## config.mk

```make
export PLATFORM = sky130hd
export DESIGN_NAME = quoted_field_tokenizer
export DESIGN_NICKNAME = d
export VERILOG_FILES = /design/src/rtl/core/qft_pkg.sv /design/src/rtl/core/qft_step.sv /design/src/rtl/core/quoted_field_tokenizer.sv
export VERILOG_INCLUDE_DIRS = /design/src /design/src/rtl/core
export SDC_FILE = /design/constraint.sdc
export NUM_CORES = 1
export LEC_CHECK = 0
export BUFFER_PORTS_ARGS = -buffer_cell sky130_fd_sc_hd__buf_2
export CAP_MARGIN = 20
export CORE_MARGIN = 1.5
export CORE_UTILIZATION = 42
export CTS_CLUSTER_SIZE = 20
export DETAILED_ROUTE_END_ITERATION = 7
export HOLD_SLACK_MARGIN = 0.06
export SLEW_MARGIN = 5
export SYNTH_ARGS = -nofsm -noshare
export SYNTH_HDL_FRONTEND = slang
export SYNTH_SLANG_ARGS = --single-unit
```

## constraint.sdc

```tcl
create_clock -name clk -period 10.8 [get_ports clk]
set_input_delay 2.16 -clock clk [delete_from_list [all_inputs] [get_ports clk]]
set_output_delay 2.16 -clock clk [all_outputs]
set_load 0.02 [all_outputs]
```

## src/rtl/core/assert_macros.svh

```systemverilog
// ----------------------------------------------------------------------------
// Assertion macros
// Shared concurrent assertion forms for the tokenizer RTL.
// ----------------------------------------------------------------------------
`ifndef ASSERT_MACROS_SVH
`define ASSERT_MACROS_SVH

// Checked on every rising clk edge, masked while reset is asserted
`define QFT_ASSERT(lbl, prop, msg) \
	lbl: assert property (@(posedge clk) disable iff (!arst_n) prop) else $error(msg);

// Checked on every rising clk edge, reset included
`define QFT_ASSERT_ALWAYS(lbl, prop, msg) \
	lbl: assert property (@(posedge clk) prop) else $error(msg);

`endif

```

## src/rtl/core/qft_pkg.sv

```systemverilog
// ----------------------------------------------------------------------------
// qft_pkg
// Types and character constants shared by the quoted field tokenizer.
// ----------------------------------------------------------------------------
package qft_pkg;

	localparam logic [7:0] CH_SPACE   = 8'h20;
	localparam logic [7:0] CH_TAB     = 8'h09;
	localparam logic [7:0] CH_LF      = 8'h0A;
	localparam logic [7:0] CH_CR      = 8'h0D;
	localparam logic [7:0] CH_LBRACE  = 8'h7B;
	localparam logic [7:0] CH_RBRACE  = 8'h7D;
	localparam logic [7:0] CH_DQUOTE  = 8'h22;
	localparam logic [7:0] CH_SQUOTE  = 8'h27;
	localparam logic [7:0] CH_BSLASH  = 8'h5C;

	typedef enum logic [3:0] {
		MODE_IDLE = 4'b0001,
		MODE_BARE = 4'b0010,
		MODE_DQ   = 4'b0100,
		MODE_SQ   = 4'b1000
	} qft_mode_t;

	typedef struct packed {
		qft_mode_t mode;
		logic      escape_pending;
		logic      field_has_chars;
		logic      start_emitted;
	} qft_flags_t;

	localparam qft_flags_t FLAGS_IDLE = '{
		mode: MODE_IDLE, escape_pending: 1'b0, field_has_chars: 1'b0, start_emitted: 1'b0
	};

	typedef struct packed {
		logic [7:0] byte_value;
		logic       end_of_input;
	} qft_in_t;

	typedef struct packed {
		logic              has_char;
		logic [7:0]        char_value;
		logic              token_start;
		logic              token_end;
		logic              token_valid;
		logic              within_quotes;
		logic signed [15:0] nesting_depth;
		logic              last;
	} qft_out_t;

	function automatic qft_out_t mk_res(input logic hc, input logic [7:0] ch,
			input logic st, input logic en, input logic va, input logic q,
			input logic signed [15:0] nd);
		qft_out_t r;
		r.has_char      = hc;
		r.char_value    = hc ? ch : 8'h00;
		r.token_start   = st;
		r.token_end     = en;
		r.token_valid   = va;
		r.within_quotes = q;
		r.nesting_depth = nd;
		r.last          = 1'b0;
		return r;
	endfunction

endpackage

```

## src/rtl/core/qft_step.sv

```systemverilog
// ----------------------------------------------------------------------------
// qft_step
// Next-state and result logic for one byte: up to two result items.
// ----------------------------------------------------------------------------
module qft_step #(
	parameter int DEPTH_BITS = 16
) (
	input  qft_pkg::qft_in_t          data,
	input  qft_pkg::qft_flags_t       flags,
	input  logic signed [DEPTH_BITS-1:0] cnt,
	output qft_pkg::qft_flags_t       flags_d,
	output logic signed [DEPTH_BITS-1:0] cnt_d,
	output qft_pkg::qft_out_t         res0,
	output qft_pkg::qft_out_t         res1,
	output logic [1:0]                nres
);

	localparam logic signed [DEPTH_BITS-1:0] MaxCnt = {1'b0, {(DEPTH_BITS-1){1'b1}}};
	localparam logic signed [DEPTH_BITS-1:0] MinCnt = {1'b1, {(DEPTH_BITS-1){1'b0}}};
	localparam logic signed [DEPTH_BITS-1:0] CntOne = {{(DEPTH_BITS-1){1'b0}}, 1'b1};

	logic [7:0]                   c;
	logic                         is_space, is_brace, is_quote, quoted;
	logic signed [DEPTH_BITS-1:0] cnt_brace;
	logic signed [15:0]           nd_old, nd_new;
	logic                         open_push;
	qft_pkg::qft_out_t            open_res, close_res;
	qft_pkg::qft_flags_t          open_flags;
	logic signed [DEPTH_BITS-1:0] open_cnt;
	logic [7:0]                   qc;
	logic                         push0, push1;

	assign c        = data.byte_value;
	assign is_space = (c == qft_pkg::CH_SPACE) || (c == qft_pkg::CH_TAB) ||
	                  (c == qft_pkg::CH_LF) || (c == qft_pkg::CH_CR);
	assign is_brace = (c == qft_pkg::CH_LBRACE) || (c == qft_pkg::CH_RBRACE);
	assign is_quote = (c == qft_pkg::CH_DQUOTE) || (c == qft_pkg::CH_SQUOTE);
	assign quoted   = (flags.mode == qft_pkg::MODE_DQ) || (flags.mode == qft_pkg::MODE_SQ);
	assign qc       = (flags.mode == qft_pkg::MODE_DQ) ? qft_pkg::CH_DQUOTE : qft_pkg::CH_SQUOTE;

	// saturating brace count
	always_comb begin
		if (c == qft_pkg::CH_LBRACE) begin
			cnt_brace = (cnt != MaxCnt) ? cnt + CntOne : cnt;
		end else begin
			cnt_brace = (cnt != MinCnt) ? cnt - CntOne : cnt;
		end
	end

	assign nd_old = 16'(cnt);
	assign nd_new = 16'(cnt_brace);

	assign close_res = qft_pkg::mk_res(1'b0, 8'h00, !flags.start_emitted, 1'b1,
	                                   flags.field_has_chars, quoted, nd_old);

	// opening of a new field on byte c
	always_comb begin
		open_push  = 1'b0;
		open_res   = qft_pkg::mk_res(1'b0, 8'h00, 1'b0, 1'b0, 1'b0, 1'b0, nd_old);
		open_flags = qft_pkg::FLAGS_IDLE;
		open_cnt   = cnt;
		if (is_brace) begin
			open_push = 1'b1;
			open_cnt  = cnt_brace;
			open_res  = qft_pkg::mk_res(1'b1, c, 1'b1, 1'b1, 1'b1, 1'b0, nd_new);
		end else if (c == qft_pkg::CH_DQUOTE) begin
			open_flags.mode = qft_pkg::MODE_DQ;
		end else if (c == qft_pkg::CH_SQUOTE) begin
			open_flags.mode = qft_pkg::MODE_SQ;
		end else begin
			open_push                  = 1'b1;
			open_flags.mode            = qft_pkg::MODE_BARE;
			open_flags.start_emitted   = 1'b1;
			open_flags.field_has_chars = 1'b1;
			open_res = qft_pkg::mk_res(1'b1, c, 1'b1, 1'b0, 1'b0, 1'b0, nd_old);
		end
	end

	always_comb begin
		flags_d = flags;
		cnt_d   = cnt;
		push0   = 1'b0;
		push1   = 1'b0;
		res0    = close_res;
		res1    = open_res;
		if (data.end_of_input) begin
			if (flags.mode != qft_pkg::MODE_IDLE) begin
				push0   = 1'b1;
				flags_d = qft_pkg::FLAGS_IDLE;
			end
		end else begin
			unique case (flags.mode)
				qft_pkg::MODE_IDLE: begin
					if (!is_space) begin
						push0   = open_push;
						res0    = open_res;
						flags_d = open_flags;
						cnt_d   = open_cnt;
					end
				end
				qft_pkg::MODE_BARE: begin
					if (is_space) begin
						push0   = 1'b1;
						flags_d = qft_pkg::FLAGS_IDLE;
					end else if (is_brace || is_quote) begin
						// word ends, the brace or quote opens the next field
						push0   = 1'b1;
						push1   = open_push;
						flags_d = open_flags;
						cnt_d   = open_cnt;
					end else begin
						push0 = 1'b1;
						res0  = qft_pkg::mk_res(1'b1, c, !flags.start_emitted, 1'b0,
						                        1'b0, 1'b0, nd_old);
						flags_d.start_emitted   = 1'b1;
						flags_d.field_has_chars = 1'b1;
					end
				end
				qft_pkg::MODE_DQ, qft_pkg::MODE_SQ: begin
					if (c == qft_pkg::CH_BSLASH && !flags.escape_pending) begin
						flags_d.escape_pending = 1'b1;
					end else if ((c == qft_pkg::CH_BSLASH && flags.mode == qft_pkg::MODE_DQ)
					             || (c == qc && flags.escape_pending)) begin
						push0 = 1'b1;
						res0  = qft_pkg::mk_res(1'b1, c, !flags.start_emitted, 1'b0,
						                        1'b0, 1'b1, nd_old);
						flags_d.escape_pending  = 1'b0;
						flags_d.start_emitted   = 1'b1;
						flags_d.field_has_chars = 1'b1;
					end else if (c == qc) begin
						push0 = 1'b1;
						res0  = qft_pkg::mk_res(1'b0, 8'h00, !flags.start_emitted, 1'b1,
						                        1'b1, 1'b1, nd_old);
						flags_d = qft_pkg::FLAGS_IDLE;
					end else begin
						push0 = 1'b1;
						if (flags.escape_pending) begin
							// unknown escape: keep the backslash, then the byte
							push1 = 1'b1;
							res0  = qft_pkg::mk_res(1'b1, qft_pkg::CH_BSLASH,
							                        !flags.start_emitted, 1'b0, 1'b0, 1'b1, nd_old);
							res1  = qft_pkg::mk_res(1'b1, c, 1'b0, 1'b0, 1'b0, 1'b1, nd_old);
						end else begin
							res0  = qft_pkg::mk_res(1'b1, c, !flags.start_emitted, 1'b0,
							                        1'b0, 1'b1, nd_old);
						end
						flags_d.escape_pending  = 1'b0;
						flags_d.start_emitted   = 1'b1;
						flags_d.field_has_chars = 1'b1;
					end
				end
				default: begin
					flags_d = qft_pkg::FLAGS_IDLE;
				end
			endcase
		end
		res0.last = !push1;
		res1.last = 1'b1;
	end

	assign nres = {1'b0, push0} + {1'b0, push1};

endmodule

```

## src/rtl/core/quoted_field_tokenizer.sv

```systemverilog
// An item waits in in_s1 until the result queue has room; its results are then
// registered into the queue and offered from there. Throughput: one input item per
// cycle while the queue has room; the output moves one result per cycle, so an item
// with two results (word closed by a brace, unknown escape) needs two output transfers.
// The limit is the single output port fed from a two-entry result queue.
// Reset (arst_n low, asynchronous): between fields, no escape, count zero, queue empty.
// ----------------------------------------------------------------------------
// quoted_field_tokenizer
// Splits a byte stream into bare, quoted and brace fields, one byte per item.
// ----------------------------------------------------------------------------
`include "assert_macros.svh"

module quoted_field_tokenizer #(
	parameter int DEPTH_BITS = 16
) (
	input  logic              clk,
	input  logic              arst_n,
	input  logic              in_valid,
	output logic              in_ready,
	input  qft_pkg::qft_in_t  in_data,
	output logic              out_valid,
	input  logic              out_ready,
	output qft_pkg::qft_out_t out_data
);

	qft_pkg::qft_in_t             in_s1;
	logic                         vld_s1;
	qft_pkg::qft_flags_t          flags_q, flags_d;
	logic signed [DEPTH_BITS-1:0] cnt_q, cnt_d;
	qft_pkg::qft_out_t            res0, res1;
	logic [1:0]                   nres;

	qft_pkg::qft_out_t            que_q [2];
	qft_pkg::qft_out_t            que_d [2];
	logic [1:0]                   fill_q, fill_d;
	logic [1:0]                   fill_pop;
	logic                         pop, adv;

	qft_step #(
		.DEPTH_BITS(DEPTH_BITS)
	) u_step (
		.data    (in_s1),
		.flags   (flags_q),
		.cnt     (cnt_q),
		.flags_d (flags_d),
		.cnt_d   (cnt_d),
		.res0    (res0),
		.res1    (res1),
		.nres    (nres)
	);

	assign out_valid = (fill_q != 2'd0);
	assign out_data  = que_q[0];
	assign pop       = out_valid && out_ready;
	assign fill_pop  = fill_q - {1'b0, pop};
	assign adv       = vld_s1 && (({1'b0, fill_pop} + {1'b0, nres}) <= 3'd2);
	assign in_ready  = !vld_s1 || adv;

	always_comb begin
		que_d  = que_q;
		fill_d = fill_pop;
		if (pop) begin
			que_d[0] = que_q[1];
		end
		if (adv) begin
			if (nres != 2'd0) begin
				que_d[fill_pop[0]] = res0;
			end
			if (nres == 2'd2) begin
				que_d[1] = res1;
			end
			fill_d = fill_pop + nres;
		end
	end

	always_ff @(posedge clk or negedge arst_n) begin
		if (!arst_n) begin
			vld_s1  <= 1'b0;
			flags_q <= qft_pkg::FLAGS_IDLE;
			cnt_q   <= '0;
			fill_q  <= 2'd0;
		end else begin
			fill_q <= fill_d;
			if (in_ready) begin
				vld_s1 <= in_valid;
			end
			if (adv) begin
				flags_q <= flags_d;
				cnt_q   <= cnt_d;
			end
		end
	end

	always_ff @(posedge clk) begin
		if (in_valid && in_ready) begin
			in_s1 <= in_data;
		end
		que_q <= que_d;
	end

	`QFT_ASSERT(a_fill_bound, fill_q <= 2'd2, "result queue overfilled")
	`QFT_ASSERT(a_hold_s1, vld_s1 && !adv |=> vld_s1 && $stable(in_s1), "stalled byte lost")
	`QFT_ASSERT(a_eoi_idle, adv && in_s1.end_of_input |=> flags_q == qft_pkg::FLAGS_IDLE,
		"field left open after end of input")
	`QFT_ASSERT(a_end_char, out_valid && out_data.token_end && out_data.has_char
		|-> out_data.token_start, "end result with character is not a brace")
	`QFT_ASSERT_ALWAYS(a_reset_empty, $rose(arst_n) |-> fill_q == 2'd0 && !vld_s1,
		"queue not empty out of reset")

endmodule

```

* After elaboration in Yosys (flattened, before gate mapping)
Cells that the tools add are included.
** Storage, ports and cells
- Input port bits :: 13
- Memory bits (read-only) :: 0
- Output and inout port bits :: 32
- Word-level logic and storage cells :: 164
- Memories :: 0
- Latch bits :: 0
- RAM bits :: 0
- Flip-flop bits (word level) :: 95
** Operators by class
- Equal/unequal tests :: 27
- Reduce and logical (&&, ||, !) cells :: 30
- Shift operators :: 0
- Bitwise operators :: 2
- Order comparisons :: 3
- Mux-type cells :: 71
- Divide/modulo/power cells :: 0
- Multiply operators :: 0
- $add $sub $neg :: 6
** Operators by type and width (number)
- 2-to-1 mux 30 bit :: 19
- 2-to-1 mux 60 bit :: 2
- 2-to-1 mux 16 bit :: 7
- case mux 30 bit (3 select lines) :: 1
- bitwise mux 60 bit :: 1
- inequality test 16 bit, second input constant :: 2
- case mux 16 bit (2 select lines) :: 1
- demux 30 bit (select 1 bit) :: 1
- 2-to-1 mux 29 bit :: 1
- 2-to-1 mux 7 bit :: 4
- equality test 8 x 4 -> 1 bit, second input constant :: 3
- equality test 8 x 6 -> 1 bit, second input constant :: 3
- equality test 8 x 7 -> 1 bit, second input constant :: 3
- 2-to-1 mux 4 bit :: 6
- case mux 7 bit (3 select lines) :: 1
- adder 16 x 2 -> 16 bit, second input constant :: 1
- subtractor 16 x 2 -> 16 bit, second input constant :: 1
- 2-to-1 mux 1 bit :: 15
- 2-to-1 mux 2 bit :: 7
- logical OR 1 bit :: 9
- inequality test 3 bit, second input constant :: 3
- equality test 8 bit :: 1
- AND reduction 4 bit :: 2
- nonzero test 2 bit :: 4
- 29 further kinds :: 41

* Longest topological paths before layout
Gate-level depths: netlist of the first run.
- Word-level depth :: 15
- Mapped depth :: 17
- Gate-level depth less buffers :: 14

* By module
From an unflattened synthesis of the first run, not the netlist that was laid out.
** Second synthesis, totals
- Cells, all modules :: 757
- Area total of the unflattened synthesis :: 6935.4 µm²
** Modules (own cells, without submodules)
- quoted_field_tokenizer :: area each 4505.6 µm², cells an instance 375, times used 1
- qft_step :: area each 2429.8 µm², cells an instance 382, times used 1

* Least setup slack after synthesis of the first run
OpenSTA, ideal clock, no wires.
- Path type :: input-to-output
- Start :: input out_ready
- End :: output in_ready
- Stages on the path :: 12
- Setup slack :: 3.575 ns
- Arrival :: 5.065 ns
- Required time :: 8.640 ns
- Path buffers :: 3
- Cell sequence :: nand2_1 -> buf_1 -> buf_1 -> inv_1 -> ha_1 -> inv_1 -> clkbuf_1 -> ha_1 -> inv_1 -> fa_1 -> o21ai_0 -> nand2_1
** Between the ends
- Cells in the longest elaborated chain, start to end :: 6
** RTL lines
- from (decl) :: RTL line quoted_field_tokenizer.sv:22 : input logic out_ready,
- logical AND 1 bit :: RTL line quoted_field_tokenizer.sv:54 : assign pop = out_valid && out_ready;
- subtractor 2 x 1 -> 2 bit :: RTL line quoted_field_tokenizer.sv:55 : assign fill_pop = fill_q - {1'b0, pop};
- adder 2 x 2 -> 3 bit :: RTL line quoted_field_tokenizer.sv:56 : assign adv = vld_s1 && (({1'b0, fill_pop} + {1'b0, nres}) <= 3'd2);
- <= comparator 3 x 2 -> 1 bit :: RTL line quoted_field_tokenizer.sv:56
- logical AND 1 bit :: RTL line quoted_field_tokenizer.sv:56
- logical OR 1 bit :: RTL line quoted_field_tokenizer.sv:57 : assign in_ready = !vld_s1 || adv;
- to (decl) :: RTL line quoted_field_tokenizer.sv:19 : output logic in_ready,
Every way passes these cells.

* Final worst setup path of the first run
Same ends and word-level chain as after synthesis.

==> results of run 1 <==
==> metrics by stage <==
step / utilization [%] / setup WS [ps]
after floorplan: - / 3570
after global placement: 43.3 / 3190
after detailed placement: 43.3 / 3140
after CTS: 45.2 / 3150
after global routing: 45.2 / 2850
final: 45.2 / 3120
==> cell families (layout without fill, tap and decap cells) <==
logic type	count (synthesis)	after routing	share of synthesized area, %
flops	94	94	38.7
simple gates	224	224	19.4
buf+inv	90	82	7.87
fa+ha+maj	8	8	1.74
compound gates	195	195	20.5
mux	39	39	6.72
xor+xnor	35	35	5.07
==> worst max-delay path by stage <==
stage              start  endpoint
2_1_floorplan  out_ready  in_ready
3_3_place_gp   out_ready  in_ready
3_5_place_dp   out_ready  in_ready
4_1_cts        out_ready  in_ready
5_1_grt        out_ready  in_ready
6_report       out_ready  in_ready
==> area by class of cell <==
class                      count  area (um2)  share of cell area, %
tap                          184         230                   3.52
inverter                      17        63.8                  0.976
timing repair buffer          49         258                   3.94
clock buffer                  13         250                   3.83
clock inverter                 3        20.0                  0.306
multi-input combinational    501        3320                   50.8
sequential                    94        2400                   36.7
==> layout by cell type (no fill, tap or decap), types with 5 or more instances in the layout <==
master,count
buf_4,5
edfxtp_1,39
a21oi_1,26
o31ai_1,5
clkbuf_16,9
a22o_1,9
mux2i_1,21
inv_1,16
xnor2_1,22
a21o_1,6
buf_2,44
o21ai_0,76
nor4_1,14
mux2_2,17
nand4_1,5
or2_2,8
a22oi_1,7
nand2b_1,8
nor3_1,14
o22ai_1,10
or3_1,7
a31oi_1,8
dfxtp_1,30
o211ai_1,6
xor2_1,12
ha_1,7
dfrtp_1,24
nor2_1,52
nand3_1,14
nand2_1,64
==> where the power goes <==
part | switching, W | internal, W | leakage, nW
Combinational | 0.000589 | 0.000346 | 1.42
Sequential | 0.000124 | 0.000589 | 0.950
Clock | 0.000137 | 0.000163 | 0.127
Total | 0.000851 | 0.00110 | 2.50
==> sequential cells by signal, summed over array words and instances (netlist names) <==
name and cells:
flags_q 6, fill_q 2, out_data 30, que_q 30
in_s1 9, cnt_q 16, vld_s1 1
==> worst max-delay path, stage by stage <==
cell     delay (ps)
buf_2            90
nand2_1          50
buf_4           420
inv_1            90
ha_1            730
inv_1           450
ha_1            320
inv_1            70
fa_1            430
o21ai_0         330
nand2_1         150
buf_2           190
==> routing by layer <==
metal | up-vias | GRT usage, % | part of all wire (%)
li1 | 2469 | - | -
met1 | 2488 | 31.7 | 47
met2 | 229 | 33.1 | 44
met3 | 34 | 5.07 | 7.5
met4 | 0 | 7.91 | 2.3
met5 | - | 0 | 0
==> impl_metrics.toml, run 1 <==
[status]
status = "finished clean"

[critical_path]
crit_type = "in2out"
r2r-start = "flags_q[4]"
cp_max_fo = 31
worstPathArrival_ps = 5520
cp-end-kind = "primary output"
start_kind = "input pin"
reg2reg_to = "out_data[29]"
worst-r2r-cell-count = 13
ff2ff_setup_slack_ps = 4850
required_ps = 8640

[timing]
fmax_mhz = 130
worst_pin_slew_ps = 1090
period_share_pct = 71.1
finalHoldWorstSlack_ps = 550
finalSetupTns_ps = 0
setup_viol = 0
hold_viol = 0
rsz0062_at_grt = "false"
final.min_clock_period_ps = 7680
slew-limit-headroom_pct = 27.4
fin_skew_ps = 8.47
drv_slew = 0

[synth]
synthTopCellsByCount = "o21ai_0, nand2_1, nor2_1"
synth.distinct_cells = 81
avgSynthCellArea_um2 = 9.05
ys.flop_type = "edfxtp_1"
synth-seq-cells = 94
synth_area_leader_cell = "edfxtp_1"
synth_nets = 706
yosysMostFrequentCell = "o21ai_0"
ys_warn_count = 0
synth_cells = 685
synthArstFlopShare_pct = 26.6
synth_top_area_share_pct = 18.9
ys_seq_area_share_pct = 38.7
synth_area_um2 = 6200
synth_edf_count = 39
synth.area.top_cells = "edfxtp_1, dfrtp_1, dfxtp_1"

[die]
num_io_pins = 45
die_w_um = 124
die-area_um2 = 15500
core.rowCount = 44
coreArea_um2 = 14500
fp.dieH_um = 124
initial_core_util_pct = 42.8

[place]
placed_area_um2 = 6270
gp_congestion = 0.920
port-buffer-count = 44
hpwl_mm = 12.6
place_inst = 845

[cts]
cts_sinks = 94
cts_tree = "built"
clock_latency_ps = 350
cts-resized-gates = 0
htree_levels = 3
cts_max_path_buffers = 2
cts_hold_buf = 0
cts_made_buffers = 9
path_clk_slew_ps = 60
cts_setup_buffers = 0
root_buffer = "clkbuf_16"

[min_path]
hold_path_class = "reg2reg"
hold_end = "out_data[6]"
hold_depth = 2
hold_path.startpoint = "out_data[6]"

[route]
vias = 5220
wl_mm = 17.1
routed_via_density = 6.06
drtPass1Iterations = 5
routedWlPerCell_um = 19.9
antenna_left = 0
drc_errors = 0
drt_iter0_markers = 583

[grt]
grt_max_degree = 32
grt_pass1_vias = 5112
grt.total_usage_pct = 22.3
grt-ovfl-total = 0
grt_pass1_wl_mm = 27.8
grt_antenna_before_repair = 0

[job]
cap_viol_max_count = 0

[layout]
num_antenna_cells = 0
layout-drive-gt1-share_pct = 16.1
stdcell_area_um2 = 6540
fillers = 1393
stdcell_count = 861
final_nets = 693
area_growth_pct = 5.51

[power_and_ir_drop]
ir_worst_vdd_uv = 171
finalPower_w = 0.00195
leakage_nw = 2.50
cellPowerDensity_nw_per_um2 = 298
Power figures use the tool's default switching activity.
==> run 2: changes to the inputs <==
==> constraint.sdc (replaced) <==
create_clock -name clk -period 7.57 [get_ports clk]
set_input_delay 1.514 -clock clk [delete_from_list [all_inputs] [get_ports clk]]
set_output_delay 1.514 -clock clk [all_outputs]
set_load 0.02 [all_outputs]
==> impl_metrics.toml, run 2 (synthesis gave the netlist of run 1 again) <==
[place]
port-buffer-count = 44
gp_congestion = 0.924
hpwl_mm = 12.9
place_inst = 847

[route]
routed_via_density = 6.12
antenna_left = 0
vias = 5284
wl_mm = 17.1
drt_iter0_markers = 781
drtPass1Iterations = 6
drc_errors = 0
routedWlPerCell_um = 19.8

[job]
cap_viol_max_count = 0

[timing]
rsz0062_at_grt = "false"
final.min_clock_period_ps = 6350
worst_pin_slew_ps = 1090
finalSetupTns_ps = 0
hold_viol = 0
drv_slew = 0
fmax_mhz = 158
fin_skew_ps = 8.62
setup_viol = 0
period_share_pct = 83.8
slew-limit-headroom_pct = 27.1

[min_path]
hold_path.startpoint = "out_data[19]"
hold_end = "out_data[19]"
hold_path_class = "reg2reg"
hold_depth = 2

[layout]
area_growth_pct = 6.10
final-seq-area_um2 = 2400
layout-drive-gt1-share_pct = 16.9
final_common_cell = "o21ai_0"
stdcell_count = 863
mostFrequentLayoutCells = "o21ai_0, nand2_1, nor2_1, buf_2, edfxtp_1"
multi_input_area_um2 = 3320
num_antenna_cells = 0
fillers = 1373
final_nets = 695

[cts]
cts_tree = "built"
htree_levels = 3
cts_hold_buf = 0
cts_sinks = 94
root_buffer = "clkbuf_16"
path_clk_slew_ps = 70
cts_max_path_buffers = 2
clock_latency_ps = 350
cts_setup_buffers = 0
cts_made_buffers = 9
cts-resized-gates = 0

[power_and_ir_drop]
cellPowerDensity_nw_per_um2 = 431
leakage_nw = 2.53
comb_power_share_pct = 48.3
ir_worst_vdd_uv = 174
power_frac_seq_pct = 35.7
pwr-share-clk_pct = 16.0
internal_power_w = 0.00159
net-switching-power_w = 0.00125
switching_share_pct = 44.0

[critical_path]
cp-end-kind = "primary output"
ff2ff_setup_slack_ps = 2070
crit_type = "reg2out"
required_ps = 6060
r2r-start = "flags_q[4]"
start_kind = "flop"
cp_max_fo = 19
worst-r2r-cell-count = 13
worstPathArrival_ps = 4830
reg2reg_to = "cnt_q[1]"

[die]
coreArea_um2 = 14500
core.rowCount = 44
initial_core_util_pct = 42.8
die-area_um2 = 15500
fp.dieH_um = 124
die_w_um = 124
num_io_pins = 45

[grt]
grt_antenna_before_repair = 0
grt_pass1_vias = 4768
grt-ovfl-total = 0
grt_pass1_wl_mm = 26.9
grt_max_degree = 31
grt.total_usage_pct = 21.8

[status]
status = "finished clean"
## run 2: critical path: stages, from the launching register on
cell and delay (ps):
dfrtp_1 430, or4b_4 570, mux2_4 350, a2111oi_4 560, a21oi_1 210, inv_1 100
ha_1 630, inv_1 310, fa_1 540, o21ai_0 400, nand2_1 170, buf_2 190
## run 2: power groups by stage
stage | Combinational, W | Sequential (W) | Clock, W
finish | 0.00137 | 0.00101 | 0.000453
global placement | 0.00136 | 0.00101 | 0
detailed placement | 0.00135 | 0.00102 | 0
floorplan | 0.00113 | 0.000937 | 0
CTS | 0.00136 | 0.00101 | 0.000457
global route | 0.00150 | 0.00104 | 0.000476
## run 2: final cells by class
cell class                      instances  share of cell area [%]
Clock buffer                           10                    3.81
Sequential cell                        94                    36.5
Inverter                               17                   0.970
Clock inverter                          6                   0.628
Multi-Input combinational cell        501                    50.5
Tap cell                              184                    3.50
Timing Repair Buffer                   51                    4.15
## run 2: layer usage
| layer | track usage [%] | vias to the layer above | share of wire (%) | wire length [um] |
|---|---|---|---|---|
| li1 | - | 2495 | - | - |
| met3 | 3.35 | 25 | 6.9 | 1180 |
| met1 | 32.9 | 2527 | 49 | 8450 |
| met5 | 0 | - | 0 | 0 |
| met2 | 31.6 | 237 | 42 | 7210 |
| met4 | 7.03 | 0 | 1.7 | 287 |
## run 2: metrics by stage
step / setup WS, ps / total power, W / hold slack [ps] / instance area [um2] / utilization, %
after floorplan: 1390 / 0.00207 / 505 / 6200 / -
after global placement: 1820 / 0.00236 / 527 / 6280 / 43.4
after detailed placement: 1720 / 0.00237 / 535 / 6280 / 43.4
after CTS: 1300 / 0.00282 / 549 / 6580 / 45.4
after global routing: 1020 / 0.00301 / 567 / 6580 / 45.4
final: 1220 / 0.00283 / 542 / 6580 / 45.4
## run 2: worst max path at each step
stage | startpoint | endpoint
floorplan | out_ready | que_q[0]
global placement | flags_q[4] | in_ready
detailed placement | flags_q[4] | in_ready
CTS | flags_q[4] | in_ready
global route | flags_q[4] | in_ready
finish | flags_q[4] | in_ready
==> run 3: changes to the inputs <==
==> constraint.sdc (replaced) <==
create_clock -name clk -period 5.3 [get_ports clk]
set_input_delay 1.06 -clock clk [delete_from_list [all_inputs] [get_ports clk]]
set_output_delay 1.06 -clock clk [all_outputs]
set_load 0.02 [all_outputs]
==> impl_metrics.toml, run 3 (synthesis gave the netlist of run 1 again) <==
[status]
status = "finished clean"

[place]
place_inst = 859
hpwl_mm = 13.2
gp_congestion = 0.889
place_worst_setup_slack_ps = 524
port-buffer-count = 44

[layout]
num_antenna_cells = 0
final_common_cell = "o21ai_0"
stdcell_count = 881
layout-drive-gt1-share_pct = 18.9
fillers = 1381
mostFrequentLayoutCells = "o21ai_0, nand2_1, nor2_1, buf_2, edfxtp_1"
final_nets = 713
area_growth_pct = 8.76

[die]
num_io_pins = 45
die-area_um2 = 15500
fp.dieH_um = 124
initial_core_util_pct = 42.8
coreArea_um2 = 14500
die_w_um = 124
core.rowCount = 44

[critical_path]
cp-end-kind = "primary output"
crit_type = "reg2out"
ff2ff_setup_slack_ps = 740
worst-r2r-cell-count = 15
reg2reg_to = "out_data[21]"
worstPathArrival_ps = 4050
r2r-start = "in_s1[5]"
cp_max_fo = 7
start_kind = "flop"
required_ps = 4240

[cts]
cts-resized-gates = 0
cts_sinks = 94
htree_levels = 3
cts_max_path_buffers = 2
clock_latency_ps = 360
cts_made_buffers = 9
path_clk_slew_ps = 70
cts_tree = "built"
cts_hold_buf = 0
root_buffer = "clkbuf_16"
cts_setup_buffers = 0

[power_and_ir_drop]
switching_share_pct = 42.6
cellPowerDensity_nw_per_um2 = 620
net-switching-power_w = 0.00178
power_frac_seq_pct = 33.7
ir_worst_vdd_uv = 285
pwr-share-clk_pct = 17.1
comb_power_share_pct = 49.1
internal_power_w = 0.00240
leakage_nw = 2.62

[min_path]
hold_end = "out_data[6]"
hold_path.startpoint = "out_data[6]"
hold_path_class = "reg2reg"
hold_depth = 2

[timing]
finalHoldWorstSlack_ps = 536
hold_viol = 0
finalSetupTns_ps = 0
fmax_mhz = 196
final.min_clock_period_ps = 5110
slew-limit-headroom_pct = 46.3
fin_skew_ps = 9.46
setup_viol = 0
period_share_pct = 96.3
drv_slew = 0
worst_pin_slew_ps = 803
setup_slack_ps = 194
rsz0062_at_grt = "false"

[grt]
grt_antenna_before_repair = 0
grt-ovfl-total = 0
grt_pass1_wl_mm = 27.8
grt_pass1_vias = 4820
grt.total_usage_pct = 22.7
grt_max_degree = 31

[route]
vias = 5257
antenna_left = 0
wl_mm = 17.6
routed_via_density = 5.97
routedWlPerCell_um = 20.0
drc_errors = 0
drtPass1Iterations = 5
drt_iter0_markers = 566

[job]
cap_viol_max_count = 0
run 3: cell types whose count changed in the layout (fill, tap and decap cells not counted), moves of 2 or more:
cell,delta
buf_4,+18
clkinv_2,-3
clkinvlp_4,+2
bufinv_16,+2
run 3: area by class of cell:
type                            instances  area (um2)  share of cell area (%)
Timing Repair Buffer                   69         408                    6.05
Clock buffer                           10         229                    3.40
Tap cell                              184         230                    3.41
Multi-Input combinational cell        501        3320                    49.2
Inverter                               17        63.8                   0.947
Sequential cell                        94        2400                    35.6
Clock inverter                          6        92.6                    1.37
run 3: how the worst max path moves through the flow:
stage                          end  slack (ps)        from  depth (start not counted)
after detailed placement  in_ready         520  flags_q[4]                         12
after global placement    in_ready         530    in_s1[4]                         12
final                     in_ready         190  flags_q[6]                         12
after floorplan           que_q[0]          70   out_ready                         12
after CTS                 in_ready         120    in_s1[4]                         12
after global routing      in_ready           2  flags_q[6]                         12
run 3: routing by layer:
metal  part of all wire [%]  up-vias  GRT usage (%)
met5                      0        -              0
met4                    1.8        0           7.57
met3                    5.3       18           3.26
met2                     43      207           32.4
met1                     50     2512           34.9
li1                       -     2520              -
run 3: worst max-delay path: stages (launching register included):
cell       delay (ps)
dfrtp_1           450
or4b_4            540
mux2_4            350
a2111oi_4         490
a21oi_1           180
inv_1              90
ha_1              220
ha_1              200
inv_1              80
fa_1              430
o21ai_0           320
nand2_1           150
buf_2             180
run 3: power by group through the flow:
stage / sequential [W] / clock [W] / combinational, W
floorplan: 0.00133 / 0 / 0.00162
global placement: 0.00141 / 0 / 0.00200
detailed placement: 0.00142 / 0 / 0.00201
CTS: 0.00141 / 0.000725 / 0.00202
global route: 0.00144 / 0.000752 / 0.00226
finish: 0.00141 / 0.000716 / 0.00205
run 3: per-stage QoR:
stage / area, um2 / power [W] / utilization, %
6_report: 6740 / 0.00418 / 46.6
4_1_cts: 6700 / 0.00415 / 46.2
2_1_floorplan: 6200 / 0.00296 / -
3_3_place_gp: 6370 / 0.00341 / 44.0
5_1_grt: 6740 / 0.00445 / 46.6
3_5_place_dp: 6370 / 0.00343 / 44.0
